<file path="src/design/jse_pkg.sv">
// Shared types, constants and byte-classification functions for the JSON
// string escaper. No dependencies.
package jse_pkg;

  localparam logic [15:0] CAPACITY_RESET = 16'd512;
  localparam int          QUEUE_DEPTH    = 4;

  localparam logic [7:0] CH_QUOTE  = 8'h22;
  localparam logic [7:0] CH_BSLASH = 8'h5C;
  localparam logic [7:0] CH_LF     = 8'h0A;
  localparam logic [7:0] CH_CR     = 8'h0D;
  localparam logic [7:0] CH_TAB    = 8'h09;
  localparam logic [7:0] CH_N      = 8'h6E;
  localparam logic [7:0] CH_R      = 8'h72;
  localparam logic [7:0] CH_T      = 8'h74;
  localparam logic [7:0] CH_U      = 8'h75;
  localparam logic [7:0] CH_ZERO   = 8'h30;
  localparam logic [7:0] CH_LOWER_A = 8'h61;

  localparam logic [2:0] LEN_HEX  = 3'd6;
  localparam logic [2:0] LEN_ESC2 = 3'd2;
  localparam logic [2:0] LEN_ONE  = 3'd1;

  typedef enum logic [1:0] {
    PK_RAW,
    PK_ESC2,
    PK_HEX,
    PK_TERM
  } piece_kind_e;

  // One output piece as queued between front and back.
  // RAW: data[len-1:0] copied; ESC2: backslash then data[0];
  // HEX: \u00 then two hex digits of data[0]; TERM: one zero byte.
  typedef struct packed {
    piece_kind_e      kind;
    logic [2:0]       len;
    logic [3:0][7:0]  data;
    logic             last;
    logic             trunc;
  } piece_t;

  typedef struct packed {
    piece_kind_e kind;
    logic        hold;
    logic [2:0]  len;
    logic [7:0]  ch;
  } fresh_t;

  // UTF-8 sequence length for a lead byte, 0 if not a valid lead.
  function automatic logic [2:0] lead_len(input logic [7:0] b);
    logic [2:0] n;
    n = 3'd0;
    if (b >= 8'hC2 && b <= 8'hDF)      n = 3'd2;
    else if (b >= 8'hE0 && b <= 8'hEF) n = 3'd3;
    else if (b >= 8'hF0 && b <= 8'hF4) n = 3'd4;
    return n;
  endfunction

  // Allowed range of the byte right after the lead.
  function automatic logic second_ok(input logic [7:0] lead, input logic [7:0] b);
    logic [7:0] lo;
    logic [7:0] hi;
    lo = 8'h80;
    hi = 8'hBF;
    if (lead == 8'hE0)      lo = 8'hA0;
    else if (lead == 8'hED) hi = 8'h9F;
    else if (lead == 8'hF0) lo = 8'h90;
    else if (lead == 8'hF4) hi = 8'h8F;
    return (b >= lo) && (b <= hi);
  endfunction

  function automatic logic [7:0] hex_digit(input logic [3:0] n);
    logic [7:0] c;
    if (n < 4'd10) c = CH_ZERO + {4'h0, n};
    else           c = CH_LOWER_A + {4'h0, n} - 8'd10;
    return c;
  endfunction

  // How a byte is handled when it starts a new piece.
  function automatic fresh_t fresh_class(input logic [7:0] b);
    fresh_t f;
    f.kind = PK_RAW;
    f.hold = 1'b0;
    f.len  = LEN_ONE;
    f.ch   = b;
    unique case (b)
      CH_QUOTE:  begin f.kind = PK_ESC2; f.len = LEN_ESC2; f.ch = CH_QUOTE;  end
      CH_BSLASH: begin f.kind = PK_ESC2; f.len = LEN_ESC2; f.ch = CH_BSLASH; end
      CH_LF:     begin f.kind = PK_ESC2; f.len = LEN_ESC2; f.ch = CH_N;      end
      CH_CR:     begin f.kind = PK_ESC2; f.len = LEN_ESC2; f.ch = CH_R;      end
      CH_TAB:    begin f.kind = PK_ESC2; f.len = LEN_ESC2; f.ch = CH_T;      end
      default: begin
        priority if (b < 8'h20) begin
          f.kind = PK_HEX;
          f.len  = LEN_HEX;
        end else if (b < 8'h80) begin
          f.kind = PK_RAW;
        end else if (lead_len(b) != 3'd0) begin
          f.hold = 1'b1;
          f.len  = 3'd0;
        end else begin
          f.kind = PK_HEX;
          f.len  = LEN_HEX;
        end
      end
    endcase
    return f;
  endfunction

endpackage

</file>
<file path="src/design/jse_front.sv">
// Front end: input register, UTF-8 hold/validate state, capacity tracking.
// Emits at most one piece per cycle into the queue, none while it is full. Depends on jse_pkg.
module jse_front import jse_pkg::*; (
  input  logic        clk_i,
  input  logic        rst_ni,
  input  logic        cfg_we_i,
  input  logic [15:0] cfg_wdata_i,
  input  logic        in_valid_i,
  output logic        in_ready_o,
  input  logic [7:0]  in_byte_i,
  input  logic        q_full_i,
  output logic        q_push_o,
  output piece_t      q_piece_o
);

  logic            cur_valid_q, cur_valid_d;
  logic [7:0]      cur_b_q, cur_b_d;
  logic [1:0]      fi_q, fi_d;
  logic [2:0][7:0] hb_q, hb_d;
  logic [1:0]      hcnt_q, hcnt_d;
  logic [15:0]     wl_q, wl_d;
  logic            stop_q, stop_d;
  logic [15:0]     size_q;

  fresh_t     fr;
  logic [2:0] hlead_len;
  logic       ok, ext, complete, flushing, flush_tail;
  logic       emit_want, is_term, next_term, more, final_slot;
  logic       fits, fits_next, adv, accept;
  logic [2:0] len_cur, len_next;
  logic [16:0] sum_cur, sum_next;
  piece_t     pc;

  assign fr        = fresh_class(cur_b_q);
  assign hlead_len = lead_len(hb_q[0]);
  assign ok        = (hcnt_q == 2'd1) ? second_ok(hb_q[0], cur_b_q)
                                      : (cur_b_q >= 8'h80 && cur_b_q <= 8'hBF);
  assign ext        = (hcnt_q != 2'd0) && ok;
  assign complete   = ext && (({1'b0, hcnt_q} + 3'd1) == hlead_len);
  assign flushing   = (hcnt_q != 2'd0) && !ext;
  assign flush_tail = flushing && (fi_q == hcnt_q - 2'd1);

  always_comb begin
    pc         = '0;
    pc.kind    = PK_RAW;
    emit_want  = 1'b0;
    is_term    = 1'b0;
    next_term  = 1'b0;
    more       = 1'b0;
    final_slot = 1'b1;
    len_cur    = 3'd0;
    len_next   = 3'd0;
    priority if (complete) begin
      pc.kind          = PK_RAW;
      pc.data          = {8'h00, hb_q};
      pc.data[hcnt_q]  = cur_b_q;
      len_cur          = {1'b0, hcnt_q} + 3'd1;
      emit_want        = 1'b1;
    end else if (ext) begin
      // sequence still open: byte is only held
    end else if (flushing) begin
      pc.kind    = PK_HEX;
      pc.data[0] = hb_q[fi_q];
      len_cur    = LEN_HEX;
      emit_want  = 1'b1;
      final_slot = 1'b0;
      if (!flush_tail) begin
        more      = 1'b1;
        len_next  = LEN_HEX;
        // terminator follows the remaining escapes even once they stop fitting
        next_term = (cur_b_q == 8'h00);
      end else if (cur_b_q == 8'h00) begin
        next_term = 1'b1;
      end else if (!fr.hold) begin
        more     = 1'b1;
        len_next = fr.len;
      end
    end else if (cur_b_q == 8'h00) begin
      is_term = 1'b1;
      pc.kind = PK_TERM;
      len_cur = LEN_ONE;
    end else if (!fr.hold) begin
      pc.kind    = fr.kind;
      pc.data[0] = fr.ch;
      len_cur    = fr.len;
      emit_want  = 1'b1;
    end
    pc.len = len_cur;
  end

  // Piece must leave room for the terminator.
  assign sum_cur   = {1'b0, wl_q} + 17'(len_cur) + 17'd1;
  assign sum_next  = {1'b0, wl_q} + 17'(len_cur) + 17'(len_next) + 17'd1;
  assign fits      = emit_want && !stop_q && (size_q != 16'd0)
                     && (sum_cur <= {1'b0, size_q});
  assign fits_next = sum_next <= {1'b0, size_q};

  assign adv        = cur_valid_q && !q_full_i;
  assign in_ready_o = !cur_valid_q || (adv && final_slot);
  assign accept     = in_valid_i && in_ready_o;

  always_comb begin
    q_piece_o       = pc;
    q_piece_o.last  = is_term || !(next_term || (more && fits_next));
    q_piece_o.trunc = is_term && stop_q;
    q_push_o        = adv && (fits || (is_term && size_q != 16'd0));
  end

  always_comb begin
    cur_valid_d = cur_valid_q;
    cur_b_d     = cur_b_q;
    fi_d        = fi_q;
    hb_d        = hb_q;
    hcnt_d      = hcnt_q;
    wl_d        = wl_q;
    stop_d      = stop_q;
    if (adv) begin
      if (emit_want) begin
        if (fits) wl_d = wl_q + 16'(len_cur);
        else      stop_d = 1'b1;
      end
      priority if (complete) begin
        hcnt_d = 2'd0;
      end else if (ext) begin
        hb_d[hcnt_q] = cur_b_q;
        hcnt_d       = hcnt_q + 2'd1;
      end else if (flushing) begin
        if (flush_tail) begin
          hcnt_d = 2'd0;
          fi_d   = 2'd0;
        end else begin
          fi_d = fi_q + 2'd1;
        end
      end else if (is_term) begin
        hb_d   = '0;
        hcnt_d = 2'd0;
        wl_d   = 16'd0;
        stop_d = 1'b0;
      end else if (fr.hold) begin
        hb_d[0] = cur_b_q;
        hcnt_d  = 2'd1;
      end
      if (final_slot) cur_valid_d = 1'b0;
    end
    if (accept) begin
      cur_valid_d = 1'b1;
      cur_b_d     = in_byte_i;
      fi_d        = 2'd0;
    end
  end

  always_ff @(posedge clk_i or negedge rst_ni) begin
    if (!rst_ni) begin
      cur_valid_q <= 1'b0;
      cur_b_q     <= 8'h00;
      fi_q        <= 2'd0;
      hb_q        <= '0;
      hcnt_q      <= 2'd0;
      wl_q        <= 16'd0;
      stop_q      <= 1'b0;
      size_q      <= CAPACITY_RESET;
    end else begin
      cur_valid_q <= cur_valid_d;
      cur_b_q     <= cur_b_d;
      fi_q        <= fi_d;
      hb_q        <= hb_d;
      hcnt_q      <= hcnt_d;
      wl_q        <= wl_d;
      stop_q      <= stop_d;
      if (cfg_we_i) size_q <= cfg_wdata_i;
    end
  end

endmodule

</file>
<file path="src/design/jse_queue.sv">
// Small register FIFO of pieces between front and back end.
// Depends on jse_pkg.
module jse_queue import jse_pkg::*; #(
  parameter int Depth = QUEUE_DEPTH
) (
  input  logic   clk_i,
  input  logic   rst_ni,
  input  logic   push_i,
  input  piece_t piece_i,
  output logic   full_o,
  input  logic   pop_i,
  output logic   head_valid_o,
  output piece_t head_o
);

  localparam int PtrW = (Depth > 1) ? $clog2(Depth) : 1;
  localparam int CntW = $clog2(Depth + 1);

  piece_t            mem_q [Depth];
  logic [PtrW-1:0]   wptr_q, rptr_q;
  logic [CntW-1:0]   cnt_q;
  logic              do_push, do_pop;

  assign full_o       = (cnt_q == CntW'(Depth));
  assign head_valid_o = (cnt_q != '0);
  assign head_o       = mem_q[rptr_q];
  assign do_push      = push_i && !full_o;
  assign do_pop       = pop_i && head_valid_o;

  always_ff @(posedge clk_i or negedge rst_ni) begin
    if (!rst_ni) begin
      wptr_q <= '0;
      rptr_q <= '0;
      cnt_q  <= '0;
    end else begin
      if (do_push) wptr_q <= (wptr_q == PtrW'(Depth - 1)) ? '0 : wptr_q + 1'b1;
      if (do_pop)  rptr_q <= (rptr_q == PtrW'(Depth - 1)) ? '0 : rptr_q + 1'b1;
      if (do_push && !do_pop)      cnt_q <= cnt_q + 1'b1;
      else if (do_pop && !do_push) cnt_q <= cnt_q - 1'b1;
    end
  end

  always_ff @(posedge clk_i) begin
    if (do_push) mem_q[wptr_q] <= piece_i;
  end

endmodule

</file>
<file path="src/design/jse_back.sv">
// Back end: expands queued pieces into output bytes, one per cycle while
// out_ready_i allows, through a registered output stage. Depends on jse_pkg.
module jse_back import jse_pkg::*; (
  input  logic       clk_i,
  input  logic       rst_ni,
  input  logic       head_valid_i,
  input  piece_t     head_i,
  output logic       pop_o,
  output logic       out_valid_o,
  input  logic       out_ready_i,
  output logic [7:0] out_byte_o,
  output logic       run_last_o,
  output logic       text_done_o,
  output logic       was_truncated_o
);

  logic [2:0] bi_q, bi_d;
  logic       ov_q;
  logic [7:0] ob_q;
  logic       last_q, done_q, trunc_q;
  logic [7:0] byte_sel;
  logic       last_byte, load;

  always_comb begin
    byte_sel = 8'h00;
    unique case (head_i.kind)
      PK_RAW:  byte_sel = head_i.data[bi_q[1:0]];
      PK_ESC2: byte_sel = (bi_q == 3'd0) ? CH_BSLASH : head_i.data[0];
      PK_HEX: begin
        unique case (bi_q)
          3'd0:    byte_sel = CH_BSLASH;
          3'd1:    byte_sel = CH_U;
          3'd2:    byte_sel = CH_ZERO;
          3'd3:    byte_sel = CH_ZERO;
          3'd4:    byte_sel = hex_digit(head_i.data[0][7:4]);
          default: byte_sel = hex_digit(head_i.data[0][3:0]);
        endcase
      end
      PK_TERM: byte_sel = 8'h00;
    endcase
  end

  assign last_byte = (bi_q == head_i.len - 3'd1);
  assign load      = head_valid_i && (!ov_q || out_ready_i);
  assign pop_o     = load && last_byte;

  always_comb begin
    bi_d = bi_q;
    if (load) bi_d = last_byte ? 3'd0 : bi_q + 3'd1;
  end

  always_ff @(posedge clk_i or negedge rst_ni) begin
    if (!rst_ni) begin
      bi_q <= 3'd0;
      ov_q <= 1'b0;
    end else begin
      bi_q <= bi_d;
      if (load)             ov_q <= 1'b1;
      else if (out_ready_i) ov_q <= 1'b0;
    end
  end

  always_ff @(posedge clk_i) begin
    if (load) begin
      ob_q    <= byte_sel;
      last_q  <= head_i.last && last_byte;
      done_q  <= (head_i.kind == PK_TERM);
      trunc_q <= head_i.trunc;
    end
  end

  assign out_valid_o     = ov_q;
  assign out_byte_o      = ob_q;
  assign run_last_o      = last_q;
  assign text_done_o     = done_q;
  assign was_truncated_o = trunc_q;

endmodule

</file>
<file path="src/design/json_string_escaper_utf8_top.sv">
// JSON string escaper with UTF-8 validation, top level.
// Uses jse_pkg, jse_front, jse_queue, jse_back.
//
// Input channel: one text byte per transaction on in_valid_i/in_ready_o;
// byte 0 ends the text. Output channel: one escaped byte per transaction on
// out_valid_o/out_ready_i, with run_last_o on the last byte caused by an
// input byte, text_done_o on the terminator and was_truncated_o set on the
// terminator of a text that lost a piece.
// cfg_we_i/cfg_wdata_i write the output capacity (bytes, terminator
// included); write it only while the block is idle.
// An input byte passes the front input register, the piece queue and the
// registered output stage. The front end takes one input byte per cycle and
// emits at most one piece per cycle while the queue has room; a failed UTF-8
// sequence first emits one escape piece per held byte. The output runs at
// one byte per cycle while out_ready_i is high; the queue buffers pieces.
// Reset clears the held bytes, written length and stop flag and sets the
// capacity to 512. When the receiver stalls, the output register holds,
// the queue fills and in_ready_o drops; nothing is lost.
module json_string_escaper_utf8_top import jse_pkg::*; #(
  parameter int QueueDepth = QUEUE_DEPTH
) (
  input  logic        clk_i,
  input  logic        rst_ni,
  input  logic        cfg_we_i,
  input  logic [15:0] cfg_wdata_i,
  input  logic        in_valid_i,
  output logic        in_ready_o,
  input  logic [7:0]  in_byte_i,
  output logic        out_valid_o,
  input  logic        out_ready_i,
  output logic [7:0]  out_byte_o,
  output logic        run_last_o,
  output logic        text_done_o,
  output logic        was_truncated_o
);

  logic   q_push, q_full, q_pop, q_head_valid;
  piece_t q_piece, q_head;

  jse_front u_front (
    .clk_i       (clk_i),
    .rst_ni      (rst_ni),
    .cfg_we_i    (cfg_we_i),
    .cfg_wdata_i (cfg_wdata_i),
    .in_valid_i  (in_valid_i),
    .in_ready_o  (in_ready_o),
    .in_byte_i   (in_byte_i),
    .q_full_i    (q_full),
    .q_push_o    (q_push),
    .q_piece_o   (q_piece)
  );

  jse_queue #(
    .Depth (QueueDepth)
  ) u_queue (
    .clk_i        (clk_i),
    .rst_ni       (rst_ni),
    .push_i       (q_push),
    .piece_i      (q_piece),
    .full_o       (q_full),
    .pop_i        (q_pop),
    .head_valid_o (q_head_valid),
    .head_o       (q_head)
  );

  jse_back u_back (
    .clk_i           (clk_i),
    .rst_ni          (rst_ni),
    .head_valid_i    (q_head_valid),
    .head_i          (q_head),
    .pop_o           (q_pop),
    .out_valid_o     (out_valid_o),
    .out_ready_i     (out_ready_i),
    .out_byte_o      (out_byte_o),
    .run_last_o      (run_last_o),
    .text_done_o     (text_done_o),
    .was_truncated_o (was_truncated_o)
  );

`ifndef NO_ASSERTIONS
  // front must never push into a full queue
  assert property (@(posedge clk_i) disable iff (!rst_ni) !(q_push && q_full))
    else $error("piece pushed into full queue");

  // terminator always closes the run of its input byte
  assert property (@(posedge clk_i) disable iff (!rst_ni)
                   out_valid_o && text_done_o |-> run_last_o && (out_byte_o == 8'h00))
    else $error("terminator without run_last");

  // truncation is only flagged on the terminator
  assert property (@(posedge clk_i) disable iff (!rst_ni)
                   out_valid_o && was_truncated_o |-> text_done_o)
    else $error("truncation flag outside terminator");

  // a terminator piece in the queue is always marked last
  assert property (@(posedge clk_i) disable iff (!rst_ni)
                   q_push && (q_piece.kind == PK_TERM) |-> q_piece.last)
    else $error("terminator piece not marked last");
`endif

endmodule
</file>
<file path="config.mk">
export PLATFORM = sky130hd
export DESIGN_NAME = json_string_escaper_utf8_top
export DESIGN_NICKNAME = d
export VERILOG_FILES = /design/src/design/jse_pkg.sv /design/src/design/jse_front.sv /design/src/design/jse_queue.sv /design/src/design/jse_back.sv /design/src/design/json_string_escaper_utf8_top.sv
export SDC_FILE = /design/constraint.sdc
export NUM_CORES = 1
export LEC_CHECK = 0
export BUFFER_PORTS_ARGS = -buffer_cell sky130_fd_sc_hd__buf_2
export CORE_MARGIN = 4
export CORE_UTILIZATION = 35
export CTS_CLUSTER_SIZE = 40
export DETAILED_ROUTE_END_ITERATION = 10
export GPL_ROUTABILITY_DRIVEN = 0
export PLACE_DENSITY = 0.61
export SKIP_LAST_GASP = 1
export SLEW_MARGIN = 20
export SYNTH_ARGS = -nofsm -noshare
export SYNTH_HDL_FRONTEND = slang
export SYNTH_SLANG_ARGS = --single-unit
</file>
<file path="constraint.sdc">
create_clock -name clk_i -period 21.6 [get_ports clk_i]
set_clock_uncertainty 0.05 [all_clocks]
set_input_delay 1.08 -clock clk_i [delete_from_list [all_inputs] [get_ports clk_i]]
set_output_delay 1.08 -clock clk_i [all_outputs]
set_load 0.02 [all_outputs]
</file>
==> metrics.txt <==
worst path required time=22.04 ns; worst-path maximum fanout=19; post-synth top area share=0.371; clk root buf=clkbuf_16; Clock transition at path regs=0.06 ns; number of synthesized flops with an enable pin=167; Max VDD drop=0.0831 mV; global-route wire length before repair=51900 µm; Post-Route WL=32500 µm; Syn. warnings=0; Tmin final=about 8.7 ns; hold-fix buffers at CTS=0; vias per cell=5.42; Core Area=37800 µm²; first drt pass iteration count=5; worst slew pin tran=about 0.96 ns; commonest non-fill, non-tap cell in the layout=edfxtp_1; Post-CTS Repair Setup Buffers=0; Primary FF master, synth=edfxtp_1; FFs w/ async S/R, synth=0.327; kind of end point of the critical path=register; drt drc=0; Critical-path top delay cell=a2111oi_0; final setup violation count=0; total die area=41800 µm²; Port Buffers=approximately 40; clock sinks=approximately 250; die width=204 µm; fin area=around 15000 µm²; CTS tree=yes; Synth Instances=1131; most used routing layer=met2; DP Area=14200 µm²; wire per inst=19.3 µm; antenna violations before repair=0; Cell variety after synth=82; dpl hpwl=22300 µm; CP startpoint kind=register; Iter 0 DRT Violations=697; most frequent cells in the layout=edfxtp_1, nand2_1, dfrtp_1; worst skew pair latency=between 0.5 and 0.6 ns; post-route ant nets=0; MaxCap Viol Count=0; Clock Tree Buf Depth=3; setup TNS=0 ns; n_diodes=0; hold crit path type=in2async; GRT Residual Overflow=0; Max stage delay on crit path=0.56 ns; CP Class=reg2reg; layout cells sized above 1=0.160; Initial Utilization=0.357; vias in the first global route=9192; pin count of the biggest net entering global routing=56; Syn-to-layout area delta=13.2%; die span in y=204 µm; M3 GR Usage=0.0221; Layout Nets=around 1200; status=complete, no violations; Synth Register Bits=248; endpoints failing hold=0; # rows=71; Max Fclk=about 0.12 GHz; vias after detailed routing=9152; register area share after synthesis=0.522; Pleak=between 5 and 6 nW; Total GRT Usage=0.155; max-slew violation count=0; H-tree Lvls=1; Overall Power=about 2.5 mW; met2 GRT Util=0.253; PwrDens=~170 nW/µm²; cell taking the most area after synthesis=edfxtp_1; Max-slew headroom=0.351; cells taking the most area after synthesis=edfxtp_1, dfrtp_1, mux4_2; RSZ-0062 raised after global routing=no; Avg Cell Area, Syn=between 10 and 15 µm²; Core Util, Final=0.404; Netlist Area Pre-Place=13500 µm²; period utilisation layout=0.401; WP data arrival=around 9.1 ns; cts bufs inserted=28; post_cts resized=0; met1 Track Usage GR=0.221; # IOs=42
## worst max-delay path, delay by kind of cell, from the launching register on
family | cells | cell delay, ns
AO/OA/AOI/OAI | 10 | 2.70
XOR/XNOR | 4 | 0.70
adder cells (fa/ha/maj) | 6 | 2.08
buffers and inverters | 2 | 0.31
flip-flops | 1 | 0.48
AND/OR/NAND/NOR | 11 | 2.25
## cells in the mapped netlist, types with 20 or more instances
master / number
mux2i_1: 35
clkbuf_1: 37
nor2_1: 79
ha_1: 61
dfrtp_1: 80
nand3_1: 20
o21ai_0: 64
a21oi_1: 46
inv_1: 52
xnor2_1: 37
mux4_2: 45
nor3_1: 27
edfxtp_1: 167
nand2_1: 101
## registers in the layout, summed over array words and instances (netlist names), 2 cells and up
| register | count |
|---|---|
| u_queue.cnt_q | 3 |
| u_back.out_byte_o | 8 |
| u_queue.mem_q | 156 |
| u_front.hcnt_q | 2 |
| u_front.cur_b_q | 8 |
| u_front.size_q | 16 |
| u_front.hb_q | 24 |
| u_queue.wptr_q | 2 |
| u_back.bi_q | 3 |
| u_queue.rptr_q | 2 |
| u_front.fi_q | 2 |
| u_front.wl_q | 16 |
## logic make-up after synthesis
family	after synthesis	share of synthesized area
flip-flops	248	0.522
multiplexers	98	0.116
AO/OA/AOI/OAI	226	0.114
other	1	0.000278
AND/OR/NAND/NOR	329	0.119
buffers and inverters	112	0.0335
XOR/XNOR	53	0.0344
adder cells (fa/ha/maj)	64	0.0610
## through the flow
| step | std cells | hold slack (ns) | setup slack, ns |
|---|---|---|---|
| 4_1_cts | 1689 | 0.380 | 13.06 |
| 6_report | 1689 | 0.387 | 12.93 |
| 3_3_place_gp | 1637 | 0.431 | 13.36 |
| 5_1_grt | 1689 | 0.395 | 12.17 |
| 2_1_floorplan | 1134 | 0.414 | 13.61 |
| 3_5_place_dp | 1637 | 0.440 | 13.09 |
## final cells by class
class / instances / area [µm²]
inverters: 53 / 199
repair buffers: 51 / 283
well taps: 511 / 639
clock buffers: 30 / 708
multi-input cells: 774 / 6050
fillers: 3604 / 22600
flip-flops and latches: 248 / 7040
clock inverters: 22 / 355
## power by group
| part | switching (mW) | internal (mW) |
|---|---|---|
| clock network | 0.203 | 0.336 |
| logic | 0.736 | 0.513 |
| registers | 0.120 | 0.625 |
## worst paths after layout
kind	startpoint	endpoint	slack (ns)	cells past startpoint
max in group asynchronous	rst_ni	u_queue.rptr_q[0]	20.02	2
min in group clk_i	u_back.out_valid_o	u_back.out_valid_o	0.45	2
worst min-delay path	rst_ni	u_back.bi_q[1]	0.39	1
worst min register to register	u_back.out_valid_o	u_back.out_valid_o	0.45	2
worst max-delay path	u_front.hb_q[4]	u_queue.cnt_q[2]	12.93	33
worst max register to register	u_front.hb_q[4]	u_queue.cnt_q[2]	12.93	33
## routing by layer
metal,vias up,wire (µm)
li1,4296,-
met5,-,0
met2,220,15300
met4,0,822
met3,63,1390
met1,4573,15000
Note: power is estimated with default switching activity, not from simulation.
